**src/design/tcce_pkg.sv**
```systemverilog
// Shared types and constants for the text console character engine.
// Used by the address unit, the cell memory, the sequencer and the top level.
package tcce_pkg;

	localparam int LINES    = 25;
	localparam int COLUMNS  = 80;
	localparam int NCELLS   = LINES * COLUMNS;
	localparam int ADDR_W   = $clog2(NCELLS);
	localparam int ROW_W    = 5;
	localparam int COL_W    = 7;
	localparam int CODE_W   = 8;
	localparam int ATTR_W   = 8;
	localparam int CELL_W   = CODE_W + ATTR_W;

	localparam logic [ATTR_W-1:0] RESET_COLOR = 8'd10;
	localparam logic [CODE_W-1:0] CODE_LF     = 8'h0A;
	localparam logic [CODE_W-1:0] CODE_CR     = 8'h0D;
	localparam logic [CODE_W-1:0] CODE_BS     = 8'h08;
	localparam logic [CODE_W-1:0] CODE_BLANK  = 8'h00;

	typedef enum logic [1:0] {
		ACT_PUT   = 2'd0,
		ACT_CLEAR = 2'd1,
		ACT_WRITE = 2'd2,
		ACT_READ  = 2'd3
	} act_t;

	typedef enum logic [3:0] {
		S_INIT,
		S_IDLE,
		S_EXEC,
		S_CLEAR,
		S_COPY,
		S_DRAIN,
		S_FILL,
		S_STORE,
		S_DONE
	} state_t;

	// Cell memory write and read request
	typedef struct packed {
		logic              we;
		logic [ADDR_W-1:0] waddr;
		logic [CELL_W-1:0] wdata;
		logic              re;
		logic [ADDR_W-1:0] raddr;
	} mem_req_t;

	// One result item
	typedef struct packed {
		logic              scrolled;
		logic [ATTR_W-1:0] cell_attr;
		logic [CODE_W-1:0] cell_char;
		logic [COL_W-1:0]  cursor_column;
		logic [ROW_W-1:0]  cursor_line;
	} result_t;

endpackage

```
**src/design/tcce_addr_unit.sv**
```systemverilog
// Cell address unit: maps a (line, column) position to a linear cell index.
// Depends on tcce_pkg for the screen geometry.
module tcce_addr_unit (
	input  logic [tcce_pkg::ROW_W-1:0]  row,
	input  logic [tcce_pkg::COL_W-1:0]  column,
	output logic [tcce_pkg::ADDR_W-1:0] addr
);
	import tcce_pkg::*;

	// Multiply by the line length and add the column
	assign addr = ADDR_W'(row) * ADDR_W'(COLUMNS) + ADDR_W'(column);

endmodule

```
**config.mk**
```make
export PLATFORM = sky130hd
export DESIGN_NAME = tcce_addr_unit
export DESIGN_NICKNAME = d
export VERILOG_FILES = /design/src/design/tcce_pkg.sv /design/src/design/tcce_addr_unit.sv
export SDC_FILE = /design/constraint.sdc
export NUM_CORES = 1
export LEC_CHECK = 0
export BUFFER_PORTS_ARGS = -buffer_cell sky130_fd_sc_hd__buf_2
export CORE_AREA = 2 2 39 41
export DETAILED_ROUTE_END_ITERATION = 6
export DIE_AREA = 0 0 41 43
export GPL_TIMING_DRIVEN = 0
export REMOVE_ABC_BUFFERS = 1
export SYNTH_ARGS = -nofsm -noshare
export SYNTH_HDL_FRONTEND = slang
export SYNTH_SLANG_ARGS = --single-unit
export TNS_END_PERCENT = 30
```
**constraint.sdc**
```tcl
create_clock -name vclk -period 2.1
set_input_delay 0.21 -clock vclk [all_inputs]
set_output_delay 0.21 -clock vclk [all_outputs]
set_load 0.01 [all_outputs]
```
# [Word-level counts from Yosys, hierarchy flattened]
# Index checks and enable logic that the tools add are counted.
# W data, S select, Z words.
[totals] inputBits=12 register_bits=0
[classes] n_mul=1 add_sub_neg=1
[op_table] operator="$add A11 B7 Y11" count=1
[op_table] operator="$mul A5 B3 Y7 const B" count=1

# [Depth between registers and ports, before layout]
# Gate-level depths: netlist of the first run.
[logic_depth] depth_word=2 depth_mapped=7 mapped_depth_nobuf=7

# [Least setup slack after synthesis of the first run]
# Ideal clock, no wire load.
[synth_timing] kind="input-to-output" from="in row[1] in the netlist's numbering" to="out addr[10] in the netlist's numbering" path_slack_ns=0.115 path_stages=7 path_buffers=0 arrival_ns=1.775 t_required_ns=1.890 path_cell_list="ha_1 -> ha_1 -> fa_1 -> xor2_1 -> nand4_1 -> xnor2_1 -> xnor2_1"
[synth_between] elab_chain_cells=2
[synth_rtl] item="start: declaration" line_no="tcce_addr_unit.sv:4" rtl="input logic [tcce_pkg::ROW_W-1:0] row,"
[synth_rtl] item="$mul A5 B3 Y7" line_no="tcce_addr_unit.sv:11" rtl="assign addr = ADDR_W'(row) * ADDR_W'(COLUMNS) + ADDR_W'(column);"
[synth_rtl] item="$add A11 B7 Y11" line_no="tcce_addr_unit.sv:11"
[synth_rtl] item="end: declaration" line_no="tcce_addr_unit.sv:6" rtl="output logic [tcce_pkg::ADDR_W-1:0] addr"
# Every way passes these cells.

# [Worst setup path after layout of the first run]
[layout_timing] from="in row[3] in the netlist's numbering" to="out addr[10] in the netlist's numbering"
# The elaborated chain is that of the path after synthesis.

==> metrics.yaml, run 1 <==
status: "finished clean"
synth_cells: 31
setup-tns-final_ns: 0
slew_headroom_pct: 86.7
hold_class: "in2out"
grt_pass1_vias: 239
clkbuf_count: 0
worstSetupPathType: "in2out"
power.leakage_nw: 0.225
port_buffers: 15
post-route-period-util_pct: 98.0
cts-hold-fix-buffers: 0
report.final.slew_viol_count: 0
total_power_w: 0.000170
crit_arrival_ns: 1.85
cp_top_family: "adder cells"
setup_viol: 0
die_h_um: 43
avgViaCountPerCell: 4.30
die_w_um: 41
path_cells: "buf_8, ha_4, ha_4, fa_2, nand4_1, xnor2_1, xnor2_1, buf_2"
max_stage_delay_ns: 0.55
ys_seq_area_share_pct: 0
cp_slowest_cell: "fa_2"
drt-initial-drc-count: 0
antenna_found_initial: 0
design.core.area_mm2: 0.00138
ir_drop_v: 0.000139
cp-start-kind: "primary input"
tightest_slew_ns: 0.200
cp-end-kind: "output port"
wl_per_cell_um: 10.0
die-area_mm2: 0.00176
setup_slack_ns: 0.0412
fmax_mhz: 486
ys_types: 10
rows: 14
drive_above_1_share_pct: 53.3
cp_num_buf_inv: 2
antenna_left: 0
cp_max_fo: 3
fin_crit_ns: 2.06
placed_area_um2: 359
grt-ovfl-total: 0
grt_setup_unrepaired: "true"
n_antenna_cell: 0
syn2layout_area_growth_pct: 52.3
gp_congestion: 0.689
nNetsFinal: 70
num_io_pins: 23
required_ns: 1.89
stdcell_area_um2: 448
start_util_pct: 21.2
vias: 262
drc: 0
hold_viol: 0
pre_cts_slack_ns: -0.167
drt_wl_total_um: 610
syn_area_per_cell_um2: 9.48
netlist_area_um2: 294
p_per_area_mw_per_mm2: 379
drt_pass1_iterations: 1
grt_pass1_wl_um: 931
seqCellArea_um2: 0
grt_max_degree: 5
max-cap-violations: 0
grt_usage_pct: 7.12
holdWs_ns: 0.420
synth_warnings: 0
seq_cell_count: 0
-- routing by layer --
| metal | vias up | wire [um] | track usage [%] | part of all wire [%] |
|---|---|---|---|---|
| met4 | 0 | 0 | 0 | 0 |
| met1 | 118 | 245 | 8.33 | 40 |
| met3 | 0 | 51 | 2.62 | 8.4 |
| li1 | 133 | - | - | - |
| met5 | - | 0 | 0 | 0 |
| met2 | 11 | 314 | 12.5 | 51 |
-- final timing paths --
| path | start | end | slack [ns] | cells after the start |
|---|---|---|---|---|
| hold / removal | column[2] | addr[2] | 0.42 | 0 |
| setup / recovery | row[3] | addr[10] | 0.04 | 8 |
-- placed cells by master (no fill, tap or decap) --
cell type,n
a21o_1,3
fa_2,1
buf_6,1
nor2_1,1
xnor2_1,4
ha_1,5
xor2_2,1
nand4_1,1
ha_4,3
buf_4,3
a21oi_1,2
nand2_1,2
ha_2,1
fa_1,1
xor2_1,2
buf_8,1
buf_2,13
-- metrics by stage --
| step | cells | util [%] |
|---|---|---|
| floorplan | 27 | - |
| detailed placement | 58 | 25.9 |
| global route | 61 | 32.4 |
| finish | 61 | 32.4 |
| global placement | 58 | 25.9 |
| CTS | 59 | 29.2 |
-- area by class of cell --
type,count,area [um^2]
tap,16,20.0
fill,147,936
timing repair buffer,18,114
multi-input combinational,27,314
-- repair_timing --
action	in CTS	in global routing
setup buffers	1	2
gates resized for setup	6	6
pin swaps	6	7
setup endpoints to repair	2	2
-- cells in the mapped netlist, drive strengths merged --
master | n | area, um^2
a21o | 3 | 22.5
a21oi | 2 | 10.0
buf | 4 | 30.0
fa | 2 | 40.0
ha | 9 | 113
nand2 | 2 | 7.51
nand4 | 1 | 6.26
nor2 | 1 | 3.75
xnor2 | 4 | 35.0
xor2 | 3 | 26.3
-- cells by family after synthesis --
kind of cell	count (synthesis)	share of synthesized area [%]
buffers and inverters	4	10.2
AOI/OAI and AO/OA	5	11.1
and+or+nand+nor	4	5.96
xor gates and xnor gates	7	20.9
adders and majority gates	11	51.9
-- power breakdown --
part / total, W / internal (W) / switching [W]
sequential: 0 / 0 / 0
clock: 0 / 0 / 0
combinational: 0.000170 / 0.0000904 / 0.0000795
total: 0.000170 / 0.0000904 / 0.0000795
Power figures use the tool's default switching activity.
==> run 2, diff against run 1 <==
--- a/config.mk
+++ b/config.mk
@@ -5,12 +5,14 @@
 export SDC_FILE = /design/constraint.sdc
 export NUM_CORES = 1
 export LEC_CHECK = 0
+export ABC_AREA = 0
 export BUFFER_PORTS_ARGS = -buffer_cell sky130_fd_sc_hd__buf_2
 export CORE_AREA = 2 2 39 41
 export DETAILED_ROUTE_END_ITERATION = 6
 export DIE_AREA = 0 0 41 43
 export GPL_TIMING_DRIVEN = 0
 export REMOVE_ABC_BUFFERS = 1
+export SLEW_MARGIN = 20
 export SYNTH_ARGS = -nofsm -noshare
 export SYNTH_HDL_FRONTEND = slang
 export SYNTH_SLANG_ARGS = --single-unit
==> constraint.sdc (replaced) <==
create_clock -name vclk -period 2.6
set_input_delay 0.26 -clock vclk [all_inputs]
set_output_delay 0.26 -clock vclk [all_outputs]
set_load 0.01 [all_outputs]
==> metrics.yaml, run 2 (synthesis results as in run 1) <==
min_from: "column[2]"  # unchanged
slew_headroom_pct: 85.4  # was 86.7%
wl_per_cell_um: 8.69  # was 10.0 um
syn2layout_area_growth_pct: 22.1  # was 52.3%
tightest_slew_ns: 0.218  # was 0.200 ns
final_common_cell: "buf_2"  # unchanged
grt_usage_pct: 6.31  # was 7.12%
port_buffers: 15  # unchanged
drt_wl_total_um: 504  # was 610 um
vias: 243  # was 262
status: "finished clean"  # unchanged
clockPowerShare_pct: 0  # about the same
combPwrFrac_pct: 100.0  # about the same
grt_pass1_vias: 224  # was 239
cp-end-kind: "output port"  # unchanged
crit_arrival_ns: 2.11  # was 1.85 ns
drt_pass1_iterations: 1  # unchanged
avgViaCountPerCell: 4.19  # was 4.30
die_h_um: 43  # unchanged
cp_max_fo: 3  # unchanged
die-area_mm2: 0.00176  # unchanged
grt-ovfl-total: 0  # unchanged
power.leakage_nw: 0.208  # was 0.225 nW
cts_resized: 0  # was 6
rows: 14  # unchanged
grt_setup_unrepaired: "false"  # was true
num_io_pins: 23  # unchanged
p_per_area_mw_per_mm2: 307  # was 379 mW/mm^2
die_w_um: 41  # unchanged
ir_drop_v: 0.000117  # was 0.000139 V
pre_cts_slack_ns: 0.233  # was -0.167 ns
setup_viol: 0  # unchanged
final_cell_mix: "buf_2 (15), ha_1 (9), xnor2_1 (4)"  # was buf_2 (13), ha_1 (5), xnor2_1 (4)
worstSetupPathType: "in2out"  # unchanged
required_ns: 2.34  # was 1.89 ns
clkbuf_count: 0  # unchanged
p_int_w: 0.0000532  # was 0.0000904 W
post_cts_buffers: 0  # was 1
antenna_found_initial: 0  # unchanged
cp-start-kind: "primary input"  # unchanged
post-route-period-util_pct: 91.0
fin_crit_ns: 2.37
report.final.slew_viol_count: 0  # unchanged
design.core.area_mm2: 0.00138  # unchanged
grt_pass1_wl_um: 848  # was 931 um
seq_power_share_pct: 0  # about the same
max-cap-violations: 0  # unchanged
drt-initial-drc-count: 0  # unchanged
nNetsFinal: 67  # was 70
whs_endpoint: "addr[2]"  # unchanged
gp_congestion: 0.689  # unchanged
start_util_pct: 21.2  # unchanged
setup-tns-final_ns: 0  # unchanged
setup_slack_ns: 0.235  # was 0.0412 ns
switching_power_w: 0.0000571  # was 0.0000795 W
antenna_left: 0  # unchanged
fmax_mhz: 423
cts-hold-fix-buffers: 0  # unchanged
hold_viol: 0  # unchanged
n_antenna_cell: 0  # unchanged
holdWs_ns: 0.520  # was 0.420 ns
seqCellArea_um2: 0  # unchanged
drc: 0  # unchanged
hold_class: "in2out"  # unchanged
grt_max_degree: 5  # unchanged
hold_depth: 0  # unchanged
seq_cell_count: 0  # unchanged
drive_above_1_share_pct: 35.7  # was 53.3%
sw_frac_of_total_pct: 51.7  # was 46.8%
-- run 2: metrics by stage --
stage          cell area [um^2]  util (%)  total power, W  std cells
2_1_floorplan               264         -       0.0000741         27
3_3_place_gp                359      25.9        0.000111         58
3_5_place_dp                359      25.9        0.000112         58
4_1_cts                     359      25.9        0.000113         58
5_1_grt                     359      25.9        0.000126         58
6_report                    359      25.9        0.000110         58
-- run 2: worst max-delay path: stages --
cell,delay (ns)
buf_2,0.12
ha_1,0.29
ha_1,0.22
fa_1,0.38
xor2_1,0.22
nand4_1,0.14
xnor2_1,0.20
xnor2_1,0.13
buf_2,0.14
-- run 2: area by class of cell --
| class | instances | area (um^2) |
|---|---|---|
| fill | 154 | 1020 |
| multi-input combinational | 27 | 264 |
| timing repair buffer | 15 | 75.1 |
| tap | 16 | 20.0 |
-- run 2: per-layer routing --
metal	track usage, %	share of wire (%)
met1	7.67	41
met2	10.6	47
met3	2.62	12
met4	0	0
met5	0	0
-- run 2: worst max-delay path by stage --
| stage | startpoint | end | slack (ns) | depth (start not counted) |
|---|---|---|---|---|
| 2_1_floorplan | row[1] | addr[10] | 0.51 | 7 |
| 3_3_place_gp | row[1] | addr[10] | 0.23 | 9 |
| 3_5_place_dp | row[1] | addr[10] | 0.23 | 9 |
| 4_1_cts | row[1] | addr[10] | 0.22 | 9 |
| 5_1_grt | row[1] | addr[10] | 0.09 | 9 |
| 6_report | row[1] | addr[10] | 0.23 | 9 |
-- run 2: power by group through the flow --
| stage | registers [W] | clock network [W] | logic [W] |
|---|---|---|---|
| after floorplan | 0 | 0 | 0.0000741 |
| after global placement | 0 | 0 | 0.000111 |
| after detailed placement | 0 | 0 | 0.000112 |
| after CTS | 0 | 0 | 0.000113 |
| after global routing | 0 | 0 | 0.000126 |
| final | 0 | 0 | 0.000110 |
==> run 3, diff against run 2 <==
--- a/config.mk
+++ b/config.mk
@@ -11,6 +11,7 @@
 export DETAILED_ROUTE_END_ITERATION = 6
 export DIE_AREA = 0 0 41 43
 export GPL_TIMING_DRIVEN = 0
+export PLACE_DENSITY = 0.47
 export REMOVE_ABC_BUFFERS = 1
 export SLEW_MARGIN = 20
 export SYNTH_ARGS = -nofsm -noshare
==> metrics.yaml, run 3 (synthesis results as in run 1) <==
dpl.hpwl_um: 492
drive_above_1_share_pct: 35.7  # unchanged
wl_per_cell_um: 8.72  # was 8.69 um
drt_wl_total_um: 506  # was 504 um
power.leakage_nw: 0.208  # unchanged
rows: 14  # unchanged
post_cts_buffers: 0  # unchanged
antenna_found_initial: 0  # unchanged
fin_crit_ns: 2.37  # about the same
grt_pass1_vias: 225  # was 224
cts_resized: 0  # unchanged
max-cap-violations: 0  # unchanged
cp-end-kind: "output port"  # unchanged
num_io_pins: 23  # unchanged
final_cell_mix: "buf_2 (15), ha_1 (9), xnor2_1 (4)"  # unchanged
top_usage_layer: "met1"  # was met2
cp-start-kind: "primary input"  # unchanged
grt_setup_unrepaired: "false"  # unchanged
grt_usage_pct: 6.11  # was 6.31%
utilization_pct: 25.9  # unchanged
hold_viol: 0  # unchanged
crit_arrival_ns: 2.11  # about the same
stdcell_area_um2: 359  # unchanged
n_antenna_cell: 0  # unchanged
worstSetupPathType: "in2out"  # unchanged
die_h_um: 43  # unchanged
groute.layer.met3.usage_pct: 1.57  # was 2.62%
die_w_um: 41  # unchanged
vias: 232  # was 243
post-route-period-util_pct: 91.1  # was 91.0%
design.core.area_mm2: 0.00138  # unchanged
drt_pass1_iterations: 1  # unchanged
die-area_mm2: 0.00176  # unchanged
clockPowerShare_pct: 0  # about the same
grt_pass1_wl_um: 821  # was 848 um
switching_power_w: 0.0000572  # was 0.0000571 W
nFillCells: 154  # unchanged
grt_util_met1_pct: 9.27  # was 7.67%
cts-hold-fix-buffers: 0  # unchanged
antenna_left: 0  # unchanged
seqCellArea_um2: 0  # unchanged
placed_area_um2: 359  # unchanged
met2_usage_pct: 9.06  # was 10.6%
drc: 0  # unchanged
combPwrFrac_pct: 100.0  # about the same
status: "finished clean"  # unchanged
seq_power_share_pct: 0  # about the same
drt-initial-drc-count: 0  # unchanged
p_per_area_mw_per_mm2: 308  # was 307 mW/mm^2
p_int_w: 0.0000534  # was 0.0000532 W
clkbuf_count: 0  # unchanged
fmax_mhz: 422  # was 423 MHz
nNetsFinal: 67  # unchanged
setup-tns-final_ns: 0  # unchanged
ir_drop_v: 0.0000927  # was 0.000117 V
required_ns: 2.34  # about the same
syn2layout_area_growth_pct: 22.1  # unchanged
tightest_slew_ns: 0.222  # was 0.218 ns
grt-ovfl-total: 0  # unchanged
final_common_cell: "buf_2"  # unchanged
grt_max_degree: 5  # unchanged
slew_headroom_pct: 85.2  # was 85.4%
hold_class: "in2out"  # unchanged
report.final.slew_viol_count: 0  # unchanged
port_buffers: 15  # unchanged
cp_max_fo: 3  # unchanged
gp_congestion: 0.730  # was 0.689
start_util_pct: 21.2  # unchanged
setup_viol: 0  # unchanged
avgViaCountPerCell: 4.00  # was 4.19
sw_frac_of_total_pct: 51.7  # about the same
seq_cell_count: 0  # unchanged
==> run 3: layout make-up <==
class / count / area [um^2] / share of cell area, %
timing repair buffer: 15 / 75.1 / 20.9
tap: 16 / 20.0 / 5.57
multi-input combinational: 27 / 264 / 73.5
==> run 3: path summary, 6_finish.rpt <==
| path | slack, ns | depth (start not counted) | end | startpoint |
|---|---|---|---|---|
| worst max-delay path | 0.23 | 9 | addr[10] | row[1] |
| worst min-delay path | 0.52 | 0 | addr[2] | column[2] |
==> run 3: layer usage <==
metal	share of wire [%]	wire length, um	up-vias
met5	0	0	-
met4	0	0	0
met3	9.9	50	0
met2	46	235	10
met1	43	220	94
li1	-	-	128
==> run 3: power groups by stage <==
| stage | Combinational, W | Sequential, W | Clock [W] |
|---|---|---|---|
| 3_5_place_dp | 0.000112 | 0 | 0 |
| 2_1_floorplan | 0.0000741 | 0 | 0 |
| 5_1_grt | 0.000124 | 0 | 0 |
| 6_report | 0.000111 | 0 | 0 |
| 4_1_cts | 0.000113 | 0 | 0 |
| 3_3_place_gp | 0.000112 | 0 | 0 |
==> run 3: through the flow <==
step	std cells	setup slack (ns)	total power [W]	hold slack [ns]
floorplan	27	0.515	0.0000741	0.520
global placement	58	0.230	0.000112	0.520
detailed placement	58	0.200	0.000112	0.520
CTS	58	0.202	0.000113	0.520
global route	58	0.0540	0.000124	0.520
finish	58	0.230	0.000111	0.520
==> run 3: worst max-delay path, stage by stage <==
cell     delay, ns
buf_2         0.12
ha_1          0.29
ha_1          0.23
fa_1          0.37
xor2_1        0.21
nand4_1       0.14
xnor2_1       0.21
xnor2_1       0.13
buf_2         0.14
