[src/design/tcce_pkg.sv]
// Shared types and constants for the text console character engine.
// Used by the address unit, the cell memory, the sequencer and the top level.
package tcce_pkg;

	localparam int LINES    = 25;
	localparam int COLUMNS  = 80;
	localparam int NCELLS   = LINES * COLUMNS;
	localparam int ADDR_W   = $clog2(NCELLS);
	localparam int ROW_W    = 5;
	localparam int COL_W    = 7;
	localparam int CODE_W   = 8;
	localparam int ATTR_W   = 8;
	localparam int CELL_W   = CODE_W + ATTR_W;

	localparam logic [ATTR_W-1:0] RESET_COLOR = 8'd10;
	localparam logic [CODE_W-1:0] CODE_LF     = 8'h0A;
	localparam logic [CODE_W-1:0] CODE_CR     = 8'h0D;
	localparam logic [CODE_W-1:0] CODE_BS     = 8'h08;
	localparam logic [CODE_W-1:0] CODE_BLANK  = 8'h00;

	typedef enum logic [1:0] {
		ACT_PUT   = 2'd0,
		ACT_CLEAR = 2'd1,
		ACT_WRITE = 2'd2,
		ACT_READ  = 2'd3
	} act_t;

	typedef enum logic [3:0] {
		S_INIT,
		S_IDLE,
		S_EXEC,
		S_CLEAR,
		S_COPY,
		S_DRAIN,
		S_FILL,
		S_STORE,
		S_DONE
	} state_t;

	// Cell memory write and read request
	typedef struct packed {
		logic              we;
		logic [ADDR_W-1:0] waddr;
		logic [CELL_W-1:0] wdata;
		logic              re;
		logic [ADDR_W-1:0] raddr;
	} mem_req_t;

	// One result item
	typedef struct packed {
		logic              scrolled;
		logic [ATTR_W-1:0] cell_attr;
		logic [CODE_W-1:0] cell_char;
		logic [COL_W-1:0]  cursor_column;
		logic [ROW_W-1:0]  cursor_line;
	} result_t;

endpackage

[src/design/tcce_seq.sv]
// Sequencer for the console engine: cursor state, action decode, scroll and
// clear sweeps over the cell memory, and the result register.
// Depends on tcce_pkg; drives tcce_addr_unit and tcce_cell_ram from the top.
module tcce_seq (
	input  logic                        clk,
	input  logic                        arst_n,
	input  logic                        in_valid,
	output logic                        in_ready,
	input  tcce_pkg::act_t              action,
	input  logic [tcce_pkg::CODE_W-1:0] char_code,
	input  logic [tcce_pkg::ROW_W-1:0]  row,
	input  logic [tcce_pkg::COL_W-1:0]  column,
	input  logic [tcce_pkg::ATTR_W-1:0] text_color,
	output logic [tcce_pkg::ROW_W-1:0]  au_row,
	output logic [tcce_pkg::COL_W-1:0]  au_column,
	input  logic [tcce_pkg::ADDR_W-1:0] au_addr,
	output tcce_pkg::mem_req_t          mem_req,
	input  logic [tcce_pkg::CELL_W-1:0] rdata,
	output logic                        out_valid,
	input  logic                        out_ready,
	output tcce_pkg::result_t           result
);
	import tcce_pkg::*;

	localparam logic [ROW_W-1:0]  LAST_LINE  = ROW_W'(LINES - 1);
	localparam logic [COL_W-1:0]  LAST_COL   = COL_W'(COLUMNS - 1);
	localparam logic [COL_W-1:0]  WRAP_COL   = COL_W'(COLUMNS);
	localparam logic [ADDR_W-1:0] LAST_CELL  = ADDR_W'(NCELLS - 1);
	localparam logic [ADDR_W-1:0] LAST_COPY  = ADDR_W'(NCELLS - COLUMNS - 1);
	localparam logic [ADDR_W-1:0] LINE_LEN   = ADDR_W'(COLUMNS);

	state_t            state_q, state_d;
	logic [ADDR_W-1:0] idx_q, idx_d;
	logic              pend_q, pend_d;
	logic [ADDR_W-1:0] wa_q, wa_d;
	logic [ROW_W-1:0]  cur_row_q, cur_row_d;
	logic [COL_W-1:0]  cur_col_q, cur_col_d;
	logic              sc_q, sc_d;
	logic              store_pend_q, store_pend_d;
	logic              rd_ok_q, rd_ok_d;
	logic              out_valid_q, out_valid_d;
	act_t              act_q, act_d;
	logic [CODE_W-1:0] code_q, code_d;
	logic [ROW_W-1:0]  row_q, row_d;
	logic [COL_W-1:0]  col_q, col_d;
	result_t           res_q, res_d;
	logic [CELL_W-1:0] blank_cell;
	logic              pos_ok;

	assign blank_cell = {text_color, CODE_BLANK};
	assign pos_ok     = (row_q < ROW_W'(LINES)) && (col_q < WRAP_COL);
	assign in_ready   = (state_q == S_IDLE);
	assign out_valid  = out_valid_q;
	assign result     = res_q;

	// Control state
	always_ff @(posedge clk or negedge arst_n) begin
		if (!arst_n) begin
			state_q      <= S_INIT;
			idx_q        <= '0;
			pend_q       <= 1'b0;
			cur_row_q    <= '0;
			cur_col_q    <= '0;
			sc_q         <= 1'b0;
			store_pend_q <= 1'b0;
			rd_ok_q      <= 1'b0;
			out_valid_q  <= 1'b0;
		end else begin
			state_q      <= state_d;
			idx_q        <= idx_d;
			pend_q       <= pend_d;
			cur_row_q    <= cur_row_d;
			cur_col_q    <= cur_col_d;
			sc_q         <= sc_d;
			store_pend_q <= store_pend_d;
			rd_ok_q      <= rd_ok_d;
			out_valid_q  <= out_valid_d;
		end
	end

	// Request fields and result payload
	always_ff @(posedge clk) begin
		act_q  <= act_d;
		code_q <= code_d;
		row_q  <= row_d;
		col_q  <= col_d;
		wa_q   <= wa_d;
		res_q  <= res_d;
	end

	// Next state, memory requests and cursor updates
	always_comb begin
		state_d      = state_q;
		idx_d        = idx_q;
		pend_d       = pend_q;
		wa_d         = wa_q;
		cur_row_d    = cur_row_q;
		cur_col_d    = cur_col_q;
		sc_d         = sc_q;
		store_pend_d = store_pend_q;
		rd_ok_d      = rd_ok_q;
		act_d        = act_q;
		code_d       = code_q;
		row_d        = row_q;
		col_d        = col_q;
		res_d        = res_q;
		au_row       = row_q;
		au_column    = col_q;
		mem_req      = '0;
		out_valid_d  = out_valid_q && !out_ready;

		case (state_q)
			// Fill every cell with blank and the reset color
			S_INIT: begin
				mem_req.we    = 1'b1;
				mem_req.waddr = idx_q;
				mem_req.wdata = {RESET_COLOR, CODE_BLANK};
				idx_d         = idx_q + 1'b1;
				if (idx_q == LAST_CELL) begin
					idx_d   = '0;
					state_d = S_IDLE;
				end
			end

			// Take a request
			S_IDLE: begin
				if (in_valid) begin
					act_d        = action;
					code_d       = char_code;
					row_d        = row;
					col_d        = column;
					sc_d         = 1'b0;
					store_pend_d = 1'b0;
					rd_ok_d      = 1'b0;
					state_d      = S_EXEC;
				end
			end

			// Decode the action
			S_EXEC: begin
				state_d = S_DONE;
				case (act_q)
					ACT_PUT: begin
						if (code_q inside {CODE_LF, CODE_CR}) begin
							cur_col_d = '0;
							if (cur_row_q == LAST_LINE) begin
								sc_d    = 1'b1;
								idx_d   = '0;
								pend_d  = 1'b0;
								state_d = S_COPY;
							end else begin
								cur_row_d = cur_row_q + 1'b1;
							end
						end else if (code_q == CODE_BS) begin
							// Erase the previous cell, back to the line above
							if (cur_col_q != '0) begin
								cur_col_d     = cur_col_q - 1'b1;
								au_row        = cur_row_q;
								au_column     = cur_col_q - 1'b1;
								mem_req.we    = 1'b1;
								mem_req.waddr = au_addr;
								mem_req.wdata = blank_cell;
							end else if (cur_row_q != '0) begin
								cur_row_d     = cur_row_q - 1'b1;
								cur_col_d     = LAST_COL;
								au_row        = cur_row_q - 1'b1;
								au_column     = LAST_COL;
								mem_req.we    = 1'b1;
								mem_req.waddr = au_addr;
								mem_req.wdata = blank_cell;
							end
						end else if (cur_col_q >= WRAP_COL) begin
							// Deferred wrap, with a scroll at the bottom
							if (cur_row_q == LAST_LINE) begin
								cur_col_d    = '0;
								sc_d         = 1'b1;
								store_pend_d = 1'b1;
								idx_d        = '0;
								pend_d       = 1'b0;
								state_d      = S_COPY;
							end else begin
								cur_row_d     = cur_row_q + 1'b1;
								cur_col_d     = COL_W'(1);
								au_row        = cur_row_q + 1'b1;
								au_column     = '0;
								mem_req.we    = 1'b1;
								mem_req.waddr = au_addr;
								mem_req.wdata = {text_color, code_q};
							end
						end else begin
							cur_col_d     = cur_col_q + 1'b1;
							au_row        = cur_row_q;
							au_column     = cur_col_q;
							mem_req.we    = 1'b1;
							mem_req.waddr = au_addr;
							mem_req.wdata = {text_color, code_q};
						end
					end
					ACT_CLEAR: begin
						cur_row_d = '0;
						cur_col_d = '0;
						idx_d     = '0;
						state_d   = S_CLEAR;
					end
					ACT_WRITE: begin
						mem_req.we    = pos_ok;
						mem_req.waddr = au_addr;
						mem_req.wdata = {text_color, code_q};
					end
					ACT_READ: begin
						mem_req.re    = pos_ok;
						mem_req.raddr = au_addr;
						rd_ok_d       = pos_ok;
					end
					default: begin
						state_d = S_DONE;
					end
				endcase
			end

			// Blank the whole screen
			S_CLEAR: begin
				mem_req.we    = 1'b1;
				mem_req.waddr = idx_q;
				mem_req.wdata = blank_cell;
				idx_d         = idx_q + 1'b1;
				if (idx_q == LAST_CELL) begin
					state_d = S_DONE;
				end
			end

			// Move each cell up one line: read ahead, write it in the following cycle
			S_COPY: begin
				mem_req.re    = 1'b1;
				mem_req.raddr = idx_q + LINE_LEN;
				mem_req.we    = pend_q;
				mem_req.waddr = wa_q;
				mem_req.wdata = rdata;
				pend_d        = 1'b1;
				wa_d          = idx_q;
				idx_d         = idx_q + 1'b1;
				if (idx_q == LAST_COPY) begin
					state_d = S_DRAIN;
				end
			end

			// Write the last copied cell
			S_DRAIN: begin
				mem_req.we    = 1'b1;
				mem_req.waddr = wa_q;
				mem_req.wdata = rdata;
				pend_d        = 1'b0;
				state_d       = S_FILL;
			end

			// Blank the bottom line
			S_FILL: begin
				mem_req.we    = 1'b1;
				mem_req.waddr = idx_q;
				mem_req.wdata = blank_cell;
				idx_d         = idx_q + 1'b1;
				if (idx_q == LAST_CELL) begin
					state_d = store_pend_q ? S_STORE : S_DONE;
				end
			end

			// Store the character that caused the scroll
			S_STORE: begin
				au_row        = cur_row_q;
				au_column     = cur_col_q;
				mem_req.we    = 1'b1;
				mem_req.waddr = au_addr;
				mem_req.wdata = {text_color, code_q};
				cur_col_d     = cur_col_q + 1'b1;
				state_d       = S_DONE;
			end

			// Hand the result over once the output register is free
			S_DONE: begin
				if (!out_valid_q || out_ready) begin
					res_d.cursor_line   = cur_row_q;
					res_d.cursor_column = cur_col_q;
					res_d.cell_char     = rd_ok_q ? rdata[CODE_W-1:0] : '0;
					res_d.cell_attr     = rd_ok_q ? rdata[CELL_W-1:CODE_W] : '0;
					res_d.scrolled      = sc_q;
					out_valid_d         = 1'b1;
					state_d             = S_IDLE;
				end
			end

			default: begin
				state_d = S_IDLE;
			end
		endcase
	end

endmodule

[config.mk]
export PLATFORM = sky130hd
export DESIGN_NAME = tcce_seq
export DESIGN_NICKNAME = d
export VERILOG_FILES = /design/src/design/tcce_pkg.sv /design/src/design/tcce_seq.sv
export SDC_FILE = /design/constraint.sdc
export NUM_CORES = 1
export LEC_CHECK = 0
export BUFFER_PORTS_ARGS = -buffer_cell sky130_fd_sc_hd__buf_2
export CAP_MARGIN = 20
export CELL_PAD_IN_SITES_DETAIL_PLACEMENT = 0
export CELL_PAD_IN_SITES_GLOBAL_PLACEMENT = 1
export CORE_MARGIN = 10
export CORE_UTILIZATION = 30
export CTS_CLUSTER_DIAMETER = 120
export DETAILED_ROUTE_END_ITERATION = 8
export HOLD_SLACK_MARGIN = 0.03
export PLACE_DENSITY_LB_ADDON = 0.1
export SLEW_MARGIN = 10
export SYNTH_ARGS = -nofsm -noshare
export SYNTH_HDL_FRONTEND = slang
export SYNTH_SLANG_ARGS = --single-unit
export TNS_END_PERCENT = 20
[constraint.sdc]
create_clock -name clk -period 2.6 [get_ports clk]
set_input_delay 0.26 -clock clk [delete_from_list [all_inputs] [get_ports clk]]
set_output_delay 0.26 -clock clk [all_outputs]
set_load 0.01 [all_outputs]
# ---- After elaboration in Yosys (flattened, before gate mapping)
# Index checks and enable logic that the tools add are counted.
# Widths: inputs -> output; s select.
dict set report totals {
  ff_bits 94
  input_bits 61
  elab_cells 177
}
dict set report classes {
  add_sub_neg 6
  order_cmp 3
  n_eq_ne 38
  n_mux 84
  n_reduce_logical 27
}
# op n
set ops {}
lappend ops {{$mux 28} 6}
lappend ops {{$pmux 28 s6} 1}
lappend ops {{$mux 7} 12}
lappend ops {{$mux 5} 13}
lappend ops {{$pmux 28 s2} 1}
lappend ops {{$mux 11} 5}
lappend ops {{$mux 4} 11}
lappend ops {{$pmux 7 s2} 3}
lappend ops {{$pmux 4 s9} 1}
lappend ops {{$pmux 11 s3} 1}
lappend ops {{$eq 8x4->1 const B} 3}
lappend ops {{$pmux 12 s2} 1}
lappend ops {{$eq 11x11->1 const B} 2}
lappend ops {{$pmux 11 s2} 1}
lappend ops {{$mux 1} 20}
lappend ops {{$ne 2x2->1 const B} 10}
lappend ops {{$ne 4x4->1 const B} 5}
lappend ops {{$pmux 5 s2} 2}
lappend ops {{$eq 4x3->1 const B} 4}
lappend ops {{$mux 12} 1}
lappend ops {{$add 11x1->11 const B} 1}
lappend ops {{$add 11x7->11 const B} 1}
lappend ops {{$reduce_and 5->1} 2}
lappend ops {{$eq 4x2->1 const B} 2}
lappend ops {{35 further kinds} 49}

# ---- Longest topological paths before layout
dict set report depth {
  word_depth 7
  depth_mapped 10
}

# ---- Least setup slack after synthesis
# Ideal clock, no wire load.
dict set report synth_timing {
  path_type {reg2out}
  startpoint {reg cur_col_q[0]}
  endpoint {out au_column[6] in the netlist's numbering}
  t_arrival_ns 2.547
  t_required_ns 2.340
  setup_slack_ns -0.207
  stages_incl_launch_ff 10
  n_path_buf 1
  path_cell_list {dfrtp_1 -> clkbuf_1 -> inv_1 -> ha_1 -> or3b_2 -> or3_1 -> or3_1 -> a21oi_1 -> a22oi_1 -> o21ai_0}
}
dict set report synth_via {
  elab_chain_cells 6
}
# item line
set synth_rtl {}
lappend synth_rtl {{start: declaration} tcce_seq.sv:37} ;# logic [COL_W-1:0] cur_col_q, cur_col_d;
lappend synth_rtl {{start signal: assignment} tcce_seq.sv:73} ;# cur_col_q <= cur_col_d;
lappend synth_rtl {{$sub 7x1->7 (tied with other cells)} tcce_seq.sv:159} ;# au_column = cur_col_q - 1'b1;
lappend synth_rtl {{$mux 7, on equally long branches} {tcce_seq.sv:156, tcce_seq.sv:172}}
lappend synth_rtl {{$mux 7 (*)} tcce_seq.sv:154} ;# end else if (code_q == CODE_BS) begin
lappend synth_rtl {{$mux 7 (*)} tcce_seq.sv:144} ;# if (code_q inside {CODE_LF, CODE_CR}) begin
lappend synth_rtl {{$mux 7 (*)} tcce_seq.sv:142} ;# case (act_q)
lappend synth_rtl {{$pmux 7 s2 (*)} tcce_seq.sv:112} ;# case (state_q)
lappend synth_rtl {{end: declaration} tcce_seq.sv:15} ;# output logic [tcce_pkg::COL_W-1:0] au_column,
# Mark *: on every way between the ends. The rest lies on a longest branch, timed or not.

# ---- Worst setup path in the final report
dict set report layout_timing {
  startpoint {reg cur_col_q[1]}
  endpoint {out au_column[6] in the netlist's numbering}
}
# Same word-level chain as after synthesis.

==> metrics.cfg <==
[placement]
dp_cells = 1096
place_congestion = 0.9264
dpl_cell_area_sq_um = 7622
hpwlAfterDp_mm = 17.13
pre_cts_ws_ps = -347.1
io_buffers = 143

[floorplan]
fp.coreArea_sq_um = 19460
start_util_pct = 30.56
rows = 51
die_h_microns = 160.8
die-area_sq_um = 25860
ios = 144
die_w_microns = 160.8

[setup_path]
crit_required_ps = 2340
crit_type = register to primary output
cp_max_fo = 4
crit_path_end_kind = primary output
critPathLaunchType = register
critPathArrivalTime_ps = 2650

[pwr]
comb_power_share_pct = 51.4
powerDensity_nw_per_um2 = 916.3
clkPwrFrac_pct = 18.7
leakagePower_nw = 3.558
switchingPower_mw = 3.101
seqPwrFrac_pct = 29.8
swShare_pct = 40.85
finalPower_mw = 7.590
p_int_mw = 4.489
max-vdd-ir-drop_v = 0.0003957

[logic_synthesis]
synthFlopType = edfxtp_1
synth_area_leaders = edfxtp_1 (31%), dfrtp_1 (13%), a22o_1 (4.7%)
netlist.area_leader.share_pct = 31.30
yosysUniqueCellTypes = 69
syn_avg_cell_area_sq_um = 9.397
synth_edf_count = 62
yosys_warnings = 0
synth_nets = 702
yosys.area.top_type = edfxtp_1
seq_area_frac_synth_pct = 44.76
netlist_area_sq_um = 5948
synthCells = 633
synthArstFlopShare_pct = 34.04
synth-seq-cells = 94

[grt]
grt_pass1_wl_mm = 35.55
grt_max_degree = 33
grt_antenna_before_repair = 0
track_usage_pct = 17.20
grt_remaining_overflow = 0
grt_pass1_vias = 6093

[layout]
ff_latch_area_sq_um = 2663
multi_input_area_sq_um = 3256
antenna_cells = 0
syn_to_final_growth_pct = 39.25
drive_above_1_share_pct = 37.66
fin_cells = 1120
num-nets-final = 919
fin_util_pct = 42.56
finalInstanceArea_sq_um = 8283
n_fill_cell = 1988

[sta]
final.setup.tns_ps = -7168
max_freq_ghz = 0.3432
rsz0062_at_grt = yes
post-route-min-period_ps = 2914
hold_violations = 0
worst_pin_slew_ps = 843.4
clock_skew_ps = 13.39
holdWs_ps = 66.26
setup_ws_ps = -313.7
min_period_over_period_pct = 112.1
relSlewSlack_pct = 43.77
setup_viol = 40
slew_violations = 0

[clock_tree]
cts_root_buf = clkbuf_16
insertion_delay_ps = 370
max-clock-path-buffers = 2
cts_max_level = 3
numCtsBuffers = 9
clock-sinks = 94
cts_tree = done
clk_pin_slew_worst_paths_ps = 80

[run]
max-cap-violations = 0

[drt]
drt_iter0_drc = 479
vias = 6073
wl_per_cell_microns = 20.54
route.detailed.drc = 0
first_pass_iters = 5
ant_nets = 0
via_per_inst = 5.422
drt-total-wl_mm = 23.01

[status]
violations = setup timing
outcome = finished, violations left

[min_path]
worstHoldPathType = input port to register

==> per-layer routing <==
metal / track usage, % / vias up / share of wire (%)
met3: 3.298 / 17 / 5.3
met1: 21.58 / 2990 / 45
met4: 4.921 / 0 / 1.2
li1: - / 2876 / -
met5: 0 / - / 0
met2: 29.37 / 190 / 49
==> worst max-delay path: stages (launching register included) <==
cell	delay, ps
dfrtp_1	390
inv_2	80
ha_4	130
or3b_4	370
or3_4	350
or3_4	390
a21oi_2	150
a22oi_1	80
o21ai_1	190
buf_2	170
==> power groups by stage <==
stage | Sequential (mW) | Clock (mW) | Combinational, mW
after floorplan | 2.28 | 0 | 2.00
after global placement | 2.27 | 0 | 3.62
after detailed placement | 2.28 | 0 | 3.65
after CTS | 2.26 | 1.46 | 3.85
after global routing | 2.31 | 1.51 | 4.26
final | 2.26 | 1.42 | 3.91
==> synthesized netlist by cell type (all sizes together), types with 7 or more instances <==
library cell / number
edfxtp: 62
nand2: 55
o21ai: 51
nor2: 43
clkbuf: 36
a21oi: 34
a22o: 32
dfrtp: 32
nand3: 27
and2: 22
inv: 18
a31oi: 16
nor3: 13
a21o: 12
a22oi: 11
and3: 11
nand2b: 9
ha: 8
a211oi: 7
buf: 7
nor2b: 7
nor3b: 7
==> flip-flops by register name (all words and copies together) (netlist names) <==
| name | flops |
|---|---|
| rd_ok_q | 1 |
| row_q | 5 |
| sc_q | 1 |
| state_q | 4 |
| store_pend_q | 1 |
| pend_q | 1 |
| col_q | 7 |
| cur_row_q | 5 |
| cur_col_q | 7 |
| act_q | 2 |
| idx_q | 11 |
| out_valid | 1 |
| wa_q | 11 |
| code_q | 8 |
| result | 29 |
==> final timing paths <==
| check | end | startpoint | slack, ps | cells after the start |
|---|---|---|---|---|
| setup / recovery | au_column[6] | cur_col_q[1] | -310 | 9 |
| hold / removal | code_q[7] | char_code[7] | 70 | 1 |
| setup reg to reg | idx_q[2] | code_q[5] | 130 | 7 |
| hold reg to reg | result[28] | sc_q | 460 | 0 |
| max in group asynchronous | cur_row_q[3] | arst_n | 1520 | 2 |
| min in group asynchronous | idx_q[9] | arst_n | 540 | 2 |
==> timing repair <==
action	4_1_cts	5_1_grt
pin swaps	24	6
setup buffers	6	0
hold buffers	1	0
resized for setup	47	15
gates cloned	1	0
endpoints found under the hold margin	4	0
setup endpoints to repair	52	53
==> kinds of logic after synthesis <==
family          share of synthesized area [%]
compound gates                          27.07
xor+xnor                                1.178
fa+ha+maj                               1.683
buf+inv                                 4.123
flops                                   44.76
mux                                     1.199
simple gates                            19.98
==> placed cells by master (no fill, tap or decap), types with 9 or more instances in the layout <==
master	count
a21o_1	12
a21oi_1	32
a22o_1	32
a22oi_1	10
a31oi_1	15
and2_1	21
buf_2	136
buf_4	93
buf_6	14
clkbuf_16	9
dfrtp_1	32
edfxtp_1	62
inv_1	15
nand2_1	51
nand3_1	25
nor2_1	40
nor3_1	12
o21ai_0	44
==> cell type report <==
cell class              count  share of cell area [%]
flip-flops and latches     94                   32.14
well taps                 265                   4.003
multi-input cells         478                   39.31
clock buffers               9                   2.719
repair buffers            249                   20.03
clock inverters             7                  0.9819
inverters                  18                  0.8157
Note: power is estimated with default switching activity, not from simulation.
